===== config.mk =====
export PLATFORM = sky130hd
export DESIGN_NAME = cvl_cell
export DESIGN_NICKNAME = d
export VERILOG_FILES = /design/src/rtl/cvl_pkg.sv /design/src/rtl/cvl_cell.sv
export SDC_FILE = /design/constraint.sdc
export NUM_CORES = 1
export LEC_CHECK = 0
export ABC_AREA = 1
export BUFFER_PORTS_ARGS = -buffer_cell sky130_fd_sc_hd__buf_2
export CORE_MARGIN = 4
export CORE_UTILIZATION = 33
export CTS_CLUSTER_DIAMETER = 30
export CTS_CLUSTER_SIZE = 40
export DETAILED_ROUTE_END_ITERATION = 7
export SLEW_MARGIN = 20
export SYNTH_ARGS = -nofsm -noshare
export SYNTH_HDL_FRONTEND = slang
export SYNTH_SLANG_ARGS = --single-unit

===== constraint.sdc =====
create_clock -name clk -period 5 [get_ports clk]
set_input_delay 0.25 -clock clk [delete_from_list [all_inputs] [get_ports clk]]
set_output_delay 0.25 -clock clk [all_outputs]
set_load 0.05 [all_outputs]

===== src/rtl/cvl_pkg.sv =====
// ----------------------------------------------------------------------------
// cvl_pkg
// Shared types, codes and defaults of the compacting value list.
// ----------------------------------------------------------------------------
package cvl_pkg;

  localparam int DEPTH_DEFAULT       = 64;
  localparam int ENTRY_WIDTH_DEFAULT = 32;

  // fixed request/result field widths
  localparam int CMD_W    = 3;
  localparam int VALUE_W  = 32;
  localparam int INDEX_W  = 6;
  localparam int STATUS_W = 2;
  localparam int COUNT_W  = 7;

  localparam logic [CMD_W-1:0] CMD_APPEND  = 3'd0;
  localparam logic [CMD_W-1:0] CMD_GET     = 3'd1;
  localparam logic [CMD_W-1:0] CMD_FIND    = 3'd2;
  localparam logic [CMD_W-1:0] CMD_REM_VAL = 3'd3;
  localparam logic [CMD_W-1:0] CMD_REM_IDX = 3'd4;

  localparam logic [STATUS_W-1:0] STAT_OK        = 2'd0;
  localparam logic [STATUS_W-1:0] STAT_NOT_FOUND = 2'd1;
  localparam logic [STATUS_W-1:0] STAT_RANGE     = 2'd2;
  localparam logic [STATUS_W-1:0] STAT_FULL      = 2'd3;

  typedef enum logic {
    ST_IDLE,
    ST_SCAN
  } cvl_state_t;

  // broadcast control from the sequencer to every cell
  typedef struct packed {
    logic wr;        // write key at pos
    logic shift;     // cells at or above pos take their upper neighbor
    logic get_mode;  // scan selects by position instead of by value
  } cvl_ctl_t;

endpackage


===== src/rtl/cvl_cell.sv =====
// ----------------------------------------------------------------------------
// cvl_cell
// One list slot: holds an entry, shifts down on removal, and forwards the
// first-hit token of the search ripple to the next slot.
// ----------------------------------------------------------------------------
module cvl_cell #(
  parameter int DEPTH       = cvl_pkg::DEPTH_DEFAULT,
  parameter int ENTRY_WIDTH = cvl_pkg::ENTRY_WIDTH_DEFAULT,
  parameter int CELL_INDEX  = 0
) (
  input  logic                                clk,
  input  logic                                rst,
  input  cvl_pkg::cvl_ctl_t                   ctl,
  input  logic [ENTRY_WIDTH-1:0]              key,
  input  logic [$clog2(DEPTH)-1:0]            pos,
  input  logic [$clog2(DEPTH+1)-1:0]          count,
  input  logic [ENTRY_WIDTH-1:0]              upper_entry,
  output logic [ENTRY_WIDTH-1:0]              entry,
  input  logic                                tok_in_hit,
  input  logic [$clog2(DEPTH)-1:0]            tok_in_pos,
  input  logic [ENTRY_WIDTH-1:0]              tok_in_data,
  output logic                                tok_hit,
  output logic [$clog2(DEPTH)-1:0]            tok_pos,
  output logic [ENTRY_WIDTH-1:0]              tok_data
);
  import cvl_pkg::*;

  localparam int IW = $clog2(DEPTH);
  localparam int CW = $clog2(DEPTH+1);
  localparam logic [IW-1:0] MY_POS   = IW'(CELL_INDEX);
  localparam logic [CW-1:0] MY_COUNT = CW'(CELL_INDEX);

  logic in_use;
  logic sel;

  assign in_use = MY_COUNT < count;
  assign sel    = in_use && (ctl.get_mode ? (MY_POS == pos) : (entry == key));

  always_ff @(posedge clk) begin
    if (ctl.wr && (MY_POS == pos)) begin
      entry <= key;
    end else if (ctl.shift && (MY_POS >= pos)) begin
      entry <= upper_entry;
    end
  end

  // first hit wins: once a lower cell has hit, pass its token along
  always_ff @(posedge clk) begin
    if (rst) begin
      tok_hit <= 1'b0;
    end else begin
      tok_hit <= tok_in_hit || sel;
    end
  end

  always_ff @(posedge clk) begin
    if (tok_in_hit) begin
      tok_pos  <= tok_in_pos;
      tok_data <= tok_in_data;
    end else begin
      tok_pos  <= MY_POS;
      tok_data <= entry;
    end
  end

endmodule


== Word-level counts from Yosys, hierarchy flattened ==
Index checks and enable logic that the tools add are counted.
Word-level totals
  flip-flop bits (word level): 71
  latch bits: 0
  RAM bits: 0
  ROM bits: 0
  bits of input ports: 121
  word-level logic and storage cells: 17
  memories: 0
Operators by class
  $add $sub $neg: 0
  $mul: 0
  div/mod/pow operators: 0
  magnitude comparators: 2
  equal/unequal tests: 1
  shift-type cells: 0
  muxes and demuxes: 4
  bitwise operators: 0
  reduce and logical (&&, ||, !) cells: 6
Operator list (number)
  32-bit 2-to-1 mux: 3
  32-bit == test: 1
  1-bit by 7-bit < comparator with 1-bit output (first input constant): 1
  1-bit by 6-bit greater-or-equal comparator with 1-bit output (first input constant): 1
  6-bit zero test: 1
  1-bit logical AND: 3
  2-bit nonzero test: 1
  1-bit logical OR: 1
  1-bit 2-to-1 mux: 1

== Depth between registers and ports, before layout ==
Gate-level depths: netlist (run 1).
  depth in word-level cells: 4
  mapped depth: 11
  mapped depth without buffers: 11

== Worst setup path before layout (run 1) ==
No wires, ideal clock.
  path type: in2reg
  start: input pos[3]
  end: register entry[0], enable pin
  arrival: 1.905 ns
  setup slack: 2.674 ns
  stages on the path: 4
  cell sequence: nor2_1 -> and3_1 -> inv_1 -> nor2_1
Between the ends
  longest elaborated chain between the ends: 3
  elaborated cells on any way between the ends: 5
RTL lines
  start, declared: line cvl_cell.sv:15  | input logic [$clog2(DEPTH)-1:0] pos,
  1-bit by 6-bit greater-or-equal comparator with 1-bit output or 6-bit zero test (tied branches): line cvl_cell.sv:42, cvl_cell.sv:40
  1-bit logical AND, on equally long branches: line cvl_cell.sv:42, cvl_cell.sv:40
  2-bit nonzero test (no line) *
  end signal, assigned: line cvl_cell.sv:41  | entry <= key;
  end signal, assigned: line cvl_cell.sv:43  | entry <= upper_entry;
  end, declared: line cvl_cell.sv:18  | output logic [ENTRY_WIDTH-1:0] entry,
Every way passes the cells marked *; elsewhere a longest branch is shown, timed or not.
A chain may end at the register's enable or synchronous reset.

== Final worst setup path (run 1) ==
  start: input tok_in_hit
  end: register tok_hit
Between the ends
  longest elaborated chain between the ends: 1
RTL lines
  start, declared: line cvl_cell.sv:19  | input logic tok_in_hit,
  1-bit logical OR: line cvl_cell.sv:52  | tok_hit <= tok_in_hit || sel;
  end signal, assigned: line cvl_cell.sv:52
  end, declared: line cvl_cell.sv:22  | output logic tok_hit,
No other way between the ends.

==> results.md, run 1 <==
- H-Tree Level Count: 3
- Library cell used as clock root buffer: sky130_fd_sc_hd__clkbuf_8
- Mean instance size in the synthesized netlist: 9.52 um2
- Worst IR drop on VDD: 146 uV
- Final Setup Violations: 0
- Status: complete, no violations
- Area delta synth->final: 40.7%
- Type of element launching the critical path: primary input
- Standard cell with the maximum stage delay on the critical path: sky130_fd_sc_hd__clkinv_1
- RSZ-0062 raised after global routing: no
- Proportion of synthesized flip-flops having asynchronous set or reset: 0
- Instance count after placement with tap cells included: 616
- Post-CTS Repair Setup Buffers: 0
- Final Hold Vio Count: 0
- Part of the Yosys area used for sequential elements: 0.563
- Post-route DRC: 0
- Final clock period utilization by the worst path: 0.392
- Area of the mapped netlist: 3090 um2
- Quantity of gates resized following cts: 0
- FILL cells: 934
- Start point of the worst hold path: rst
- Ports: 192
- Initial core utilization: 0.336
- Total clock buffers created by CTS: 9
- Period minus WS final: 1.96 ns
- Critical path arrival: 2.21 ns
- Static Leakage: 2.24 nW
- Number of standard cells in the layout, taps in and fillers out: 632
- Number of nets still failing antenna checks after routing: 0
- Initial antenna violation count: 0
- Die Span Y: 105 um
- Slew Viols, Final: 0
- Beginning of the worst register-to-register path: entry[13]$_DFFE_PP_
- Transition time of the tightest slew-check pin: 0.985 ns
- Worst Path Buf+Inv: 2
- Total wire length after detailed routing: 8480 um
- Worst setup path class: primary input to flip-flop
- WP data required: 5.25 ns
- Die area: 11000 um2
- Average via count per standard cell: 4.32
- Clock skew after layout: 0.00607 ns
- Power per standard cell area: 305 nW/um2
- Maximum capacitance violations: 0
- Stage delay of the slowest cell on the critical path: 0.96 ns
- Final estimated routing congestion in global placement: 0.804
- Kind of capture point of the worst setup path: flip-flop
- Largest cells by area after synthesis: sky130_fd_sc_hd__edfxtp_1, sky130_fd_sc_hd__dfxtp_1, sky130_fd_sc_hd__nand2_1, sky130_fd_sc_hd__xnor2_1, sky130_fd_sc_hd__mux2_2
- Hold WC Path Type: primary input to flip-flop
- Average routed wire per standard cell: 13.4 um
- Maximum fanout count along the critical path: 45
- Leading register cell type out of synthesis: sky130_fd_sc_hd__dfxtp_1
- Synthesized netlist cell count: 325
- Largest net degree at the start of global routing: 46
- Share of Yosys cell area claimed by the top area cell type: 0.311
- ANT cells: 0
- Hold bufs inserted after CTS: 0
- Yosys warns: 0
- Clock sink total: 71
- Number of nets in the layout: 637
- Overall via count from detail_route: 2728
- Relative slew slack: 0.341
- Die span in x: 105 um
- Cell class contributing the biggest share of worst-path delay: buffers and inverters
- Synth cell count leaders: sky130_fd_sc_hd__nand2_1, sky130_fd_sc_hd__dfxtp_1, sky130_fd_sc_hd__edfxtp_1
- Global-route wire length before repair: 13000 um
- Violation count after the first detailed-route iteration: 45
- Number of global-route vias before repair: 2745
- Ratio of cells with drive above 1 in the final layout: 0.447
- Core Area: 9200 um2
- GRT overflow: 0
- Half-perimeter wire length of the detailed placement result: 6480 um
- Deepest clock path buffer count: 2
- Most common cell in the netlist: sky130_fd_sc_hd__nand2_1
- Gr usage total: 0.149
- Worst setup path startpoint: tok_in_hit
- Dominant cell type by area after synthesis: sky130_fd_sc_hd__edfxtp_1
- CTS tree: built
- Number of flops mapped to enable cells by yosys: 32
- Post-synth cell types: 18
- Number of synthesized register bits: 71
- First-pass DRT Iterations: 4
- Cell chain of the critical path: buf_2 > clkinv_1 > a21oi_1
- Number of core rows: 35
- Timing-limited maximum frequency: 511 MHz
- Port buffer count: 191
- Post-synthesis net count: 446
- Clock-pin slew on the worst setup and hold paths: 0.07 ns
- Later-pin clock latency in the skew report: 0.34 ns
- Final-layout setup total negative slack: 0 ns
-- registers in the layout, indices dropped and copies added (netlist names) --
| register | count |
|---|---|
| tok_data | 32 |
| tok_hit | 1 |
| entry | 32 |
| tok_pos | 6 |
-- routing by layer --
layer | up-vias | part of all wire | routed length (um) | global-route usage
met4 | 0 | 0.013 | 108 | 0.0431
met2 | 114 | 0.48 | 4110 | 0.247
met5 | - | 0 | 0 | 0
met3 | 10 | 0.087 | 739 | 0.0605
li1 | 1409 | - | - | -
met1 | 1195 | 0.42 | 3520 | 0.177
-- through the flow --
stage	area, um2	setup slack (ns)	utilization	hold WS, ns	total power [mW]
after floorplan	3090	2.67	-	0.319	0.781
after global placement	4140	2.70	0.450	0.409	0.863
after detailed placement	4140	2.70	0.450	0.413	0.866
after CTS	4350	3.07	0.473	0.0444	1.35
after global routing	4350	2.80	0.473	0.0480	1.39
final	4350	3.04	0.473	0.0626	1.33
-- report_power, final --
part | switching [mW] | leakage [nW] | internal (mW) | total [mW]
sequential | 0.00636 | 0.616 | 0.628 | 0.634
clock | 0.211 | 0.110 | 0.268 | 0.479
combinational | 0.137 | 1.51 | 0.0789 | 0.216
-- kinds of logic (layout without fill, tap and decap cells) --
group / count (synthesis) / in the layout / synth area share
muxes: 26 / 26 / 0.104
AOI/OAI and AO/OA: 14 / 14 / 0.0235
xor gates and xnor gates: 26 / 26 / 0.0736
buffers and inverters: 32 / 228 / 0.0445
and+or+nand+nor: 156 / 156 / 0.191
DFF: 71 / 71 / 0.563
-- worst reg2reg max path: cells and delay by family (launching register included) --
family	cells	cell delay, ns
XOR/XNOR	1	0.22
AO/OA/AOI/OAI	1	0.11
AND/OR/NAND/NOR	7	0.55
flip-flops	1	0.44
-- final timing paths --
check,to,slack [ns],cells after the start
setup / recovery,tok_hit$_SDFF_PP0_,3.04,3
hold / removal,tok_hit$_SDFF_PP0_,0.06,2
setup reg to reg,tok_hit$_SDFF_PP0_,3.59,9
hold reg to reg,tok_data[3]$_DFF_P_,0.51,2
-- cells in the final DEF, fill, tap and decap left out --
cell                        synthesis  layout
sky130_fd_sc_hd__clkbuf_8           0      11
sky130_fd_sc_hd__a21oi_1            1       1
sky130_fd_sc_hd__mux2_2            18      18
sky130_fd_sc_hd__clkinv_1           1       1
sky130_fd_sc_hd__inv_1             20      20
sky130_fd_sc_hd__and3_1             1       1
sky130_fd_sc_hd__xnor2_1           26      26
sky130_fd_sc_hd__nor2_4             0       1
sky130_fd_sc_hd__nand2_1          138     137
sky130_fd_sc_hd__nand2_2            0       1
sky130_fd_sc_hd__nor4_1             1       1
sky130_fd_sc_hd__edfxtp_1          32      32
sky130_fd_sc_hd__o21ai_0           12      12
sky130_fd_sc_hd__buf_2              2     191
sky130_fd_sc_hd__clkbuf_1           7       2
sky130_fd_sc_hd__nor2_1            15      14
sky130_fd_sc_hd__nor3_1             1       1
sky130_fd_sc_hd__mux2_4             8       8
sky130_fd_sc_hd__clkinv_2           0       1
sky130_fd_sc_hd__clkbuf_16          0       2
sky130_fd_sc_hd__dfxtp_1           39      39
sky130_fd_sc_hd__a22oi_1            1       1
-- final cells by class --
class,count,area (um2),area share
Sequential cell,71,1740,0.400
Multi-Input combinational cell,222,1220,0.281
Timing Repair Buffer,191,956,0.220
Clock buffer,15,209,0.0480
Tap cell,111,139,0.0319
Inverter,21,78.8,0.0181
Clock inverter,1,5.00,0.00115
Note: power is estimated with default switching activity, not from simulation.
==> run 2, diff against run 1 <==
==> constraint.sdc (replaced) <==
create_clock -name clk -period 2 [get_ports clk]
set_input_delay 0.1 -clock clk [delete_from_list [all_inputs] [get_ports clk]]
set_output_delay 0.1 -clock clk [all_outputs]
set_load 0.05 [all_outputs]
==> run 2 against run 1 <==
Net effect: first-iteration DRC count rose by 64%; register-to-register slack lost 3.0 ns; sequential power grew to 2.5 times the previous value; sequential cell count stayed put; die area is the same; core utilization up 4.7 points; via count up 7.9%; cell area up 9.9%; final cell count is 6.8% higher; global-route usage increased by 2.1 points; critical endpoint unchanged; largest power group unchanged.
==> results.md, run 2 (same netlist as run 1, synthesis figures left out) <==
- Clock sink total: 71 (unchanged)
- Post-CTS Repair Setup Buffers: 0 (unchanged)
- WP data required: 2.26 ns (-2.99 ns)
- Final Setup Violations: 0 (unchanged)
- Clock-pin slew on the worst setup and hold paths: 0.08 ns (about the same)
- Initial antenna violation count: 0 (unchanged)
- Later-pin clock latency in the skew report: 0.34 ns (about the same)
- Stage delay of the slowest cell on the critical path: 0.43 ns (-0.53 ns)
- Final design utilization: 0.520 (+0.0468)
- Number of global-route vias before repair: 3180 (+16%)
- Core Area: 9200 um2 (unchanged)
- Die area: 11000 um2 (unchanged)
- Worst setup path class: flip-flop to flip-flop
- Average routed wire per standard cell: 13.7 um (+1.9%)
- Hold WC Path Type: primary input to flip-flop
- CTS tree: built
- Global-route track usage on met2: 0.311 (+0.0646)
- Worst setup path startpoint: entry[18]$_DFFE_PP_
- Half-perimeter wire length of the detailed placement result: 6750 um (+4.1%)
- Quantity of gates resized following cts: 0 (unchanged)
- GRT overflow: 0 (unchanged)
- Maximum fanout count along the critical path: 3 (-93%)
- Violation count after the first detailed-route iteration: 74 (+64%)
- Largest net degree at the start of global routing: 45 (-2.2%)
- Post-route DRC: 0 (unchanged)
- Library cell used as clock root buffer: sky130_fd_sc_hd__clkbuf_8
- Slew Viols, Final: 0 (unchanged)
- Deepest clock path buffer count: 2 (unchanged)
- Largest registers: entry: 32 flops, tok_data: 32 flops, tok_pos: 6 flops
- Number of nets in the layout: 680 (+6.8%)
- H-Tree Level Count: 3 (unchanged)
- Period minus WS final: 1.39 ns
- Power per standard cell area: 701 nW/um2 (+130%)
- Cell chain of the critical path: xnor2_1 > nand2_1 > nor2_1 > nand2_1 > nor2_1 > nand2_1 > nand2_1 > nand2_1 > a21oi_1
- Maximum capacitance violations: 0 (unchanged)
- Register cell area after layout: 1740 um2 (unchanged)
- Final Hold Vio Count: 0 (unchanged)
- Standard cell with the maximum stage delay on the critical path: sky130_fd_sc_hd__edfxtp_1
- Clock skew after layout: 0.0115 ns (+0.00547 ns)
- Port buffer count: 191 (unchanged)
- First-pass DRT Iterations: 4 (unchanged)
- Grt met1 use: 0.186 (+0.00908)
- Status: complete, no violations
- Commonest cells after routing, fill and taps aside: sky130_fd_sc_hd__buf_2, sky130_fd_sc_hd__nand2_1, sky130_fd_sc_hd__dlygate4sd3_1, sky130_fd_sc_hd__dfxtp_1, sky130_fd_sc_hd__edfxtp_1
- ANT cells: 0 (unchanged)
- Cell class contributing the biggest share of worst-path delay: simple AND/OR/NAND/NOR gates
- Beginning of the worst register-to-register path: entry[18]$_DFFE_PP_
- Number of core rows: 35 (unchanged)
- Number of nets still failing antenna checks after routing: 0 (unchanged)
- Most frequent standard cell in the layout excluding fill and tap cells: sky130_fd_sc_hd__buf_2
- Final-layout setup total negative slack: 0 ns (unchanged)
- Static Leakage: 2.42 nW (+8.3%)
- Critical path arrival: 1.65 ns (-0.56 ns)
- Ports: 192 (unchanged)
- FILL cells: 875 (-6.3%)
- Kind of capture point of the worst setup path: flip-flop
- Gr usage total: 0.170 (+0.0214)
- Grt peak-use layer: met2
- Total wire length after detailed routing: 9230 um (+8.8%)
- Global-route wire length before repair: 14900 um (+14%)
- Timing-limited maximum frequency: 719 MHz
- Final clock period utilization by the worst path: 0.695
- Average via count per standard cell: 4.36 (+1.0%)
- Total clock buffers created by CTS: 9 (unchanged)
- RSZ-0062 raised after global routing: no
- Type of element launching the critical path: flip-flop
- Start point of the worst hold path: upper_entry[9]
- Multi-input gate area in the final layout: 1220 um2 (unchanged)
- CP dominant cell by count: sky130_fd_sc_hd__nand2_1
- Ratio of cells with drive above 1 in the final layout: 0.420 (-0.0270)
- Worst Path Buf+Inv: 0 (-2)
- Overall via count from detail_route: 2944 (+7.9%)
- Die span in x: 105 um (unchanged)
- Global-route track usage on met3: 0.0469 (-0.0136)
- Relative slew slack: 0.684 (+0.343)
- Worst IR drop on VDD: 327 uV (+120%)
- Initial core utilization: 0.336 (unchanged)
- Die Span Y: 105 um (unchanged)
- Final estimated routing congestion in global placement: 0.780 (-3.0%)
- Transition time of the tightest slew-check pin: 0.474 ns (-0.511 ns)
- Area delta synth->final: 54.6%
==> run 2: cell types whose count changed in the layout (fill, tap and decap cells not counted) <==
cell | before | now
sky130_fd_sc_hd__buf_4 | 0 | 2
sky130_fd_sc_hd__clkinv_1 | 1 | 2
sky130_fd_sc_hd__dlygate4sd3_1 | 0 | 39
sky130_fd_sc_hd__bufinv_16 | 0 | 1
sky130_fd_sc_hd__buf_12 | 0 | 2
sky130_fd_sc_hd__clkbuf_1 | 2 | 1
sky130_fd_sc_hd__clkbuf_16 | 2 | 0
sky130_fd_sc_hd__clkinv_2 | 1 | 2
==> run 2: final timing paths <==
kind         cells after the start  slack [ns]              endpoint
max reg2reg                      9        0.61    tok_hit$_SDFF_PP0_
max                              9        0.61    tok_hit$_SDFF_PP0_
min                              3        0.05    entry[9]$_DFFE_PP_
min reg2reg                      2        0.51  tok_data[25]$_DFF_P_
==> run 2: cell type report <==
cell class	instances	area share
clock buffer	12	0.0324
clock inverter	4	0.00915
inverter	21	0.0165
multi-input combinational	222	0.256
sequential	71	0.364
tap	111	0.0290
timing repair buffer	234	0.293
==> run 2: stage by stage <==
| step | power, mW | area (um2) | hold WS, ns | instances | worst slack, ns |
|---|---|---|---|---|---|
| 3_3_place_gp | 2.16 | 4200 | 0.278 | 620 | 0.547 |
| 4_1_cts | 3.40 | 4780 | 0.0303 | 675 | 0.584 |
| 5_1_grt | 3.53 | 4780 | 0.0378 | 675 | 0.468 |
| 3_5_place_dp | 2.17 | 4200 | 0.273 | 620 | 0.504 |
| 2_1_floorplan | 1.95 | 3100 | 0.169 | 325 | 0.366 |
| 6_report | 3.35 | 4780 | 0.0483 | 675 | 0.610 |
==> run 2: per-layer routing <==
layer / wire length (um) / share of wire / up-vias
li1: - / - / 1494
met5: 0 / 0 / -
met1: 3690 / 0.40 / 1323
met3: 651 / 0.071 / 15
met2: 4710 / 0.51 / 112
met4: 171 / 0.019 / 0
==> run 2: where the power goes <==
| part | switching [mW] | internal [mW] |
|---|---|---|
| Sequential | 0.0164 | 1.57 |
| Combinational | 0.355 | 0.249 |
| Clock | 0.525 | 0.637 |
| Total | 0.897 | 2.46 |
==> run 2: what timing repair did <==
action	4_1_cts	5_1_grt
endpoints found under the setup margin	0	0
hold buffers	39	0
endpoints found under the hold margin	39	0
==> run 2: worst reg2reg max path, delay by kind of cell, from the launching register on <==
kind            cells  cell delay, ns
compound gates      1            0.13
xor+xnor            1            0.18
flops               1            0.43
simple gates        7            0.60
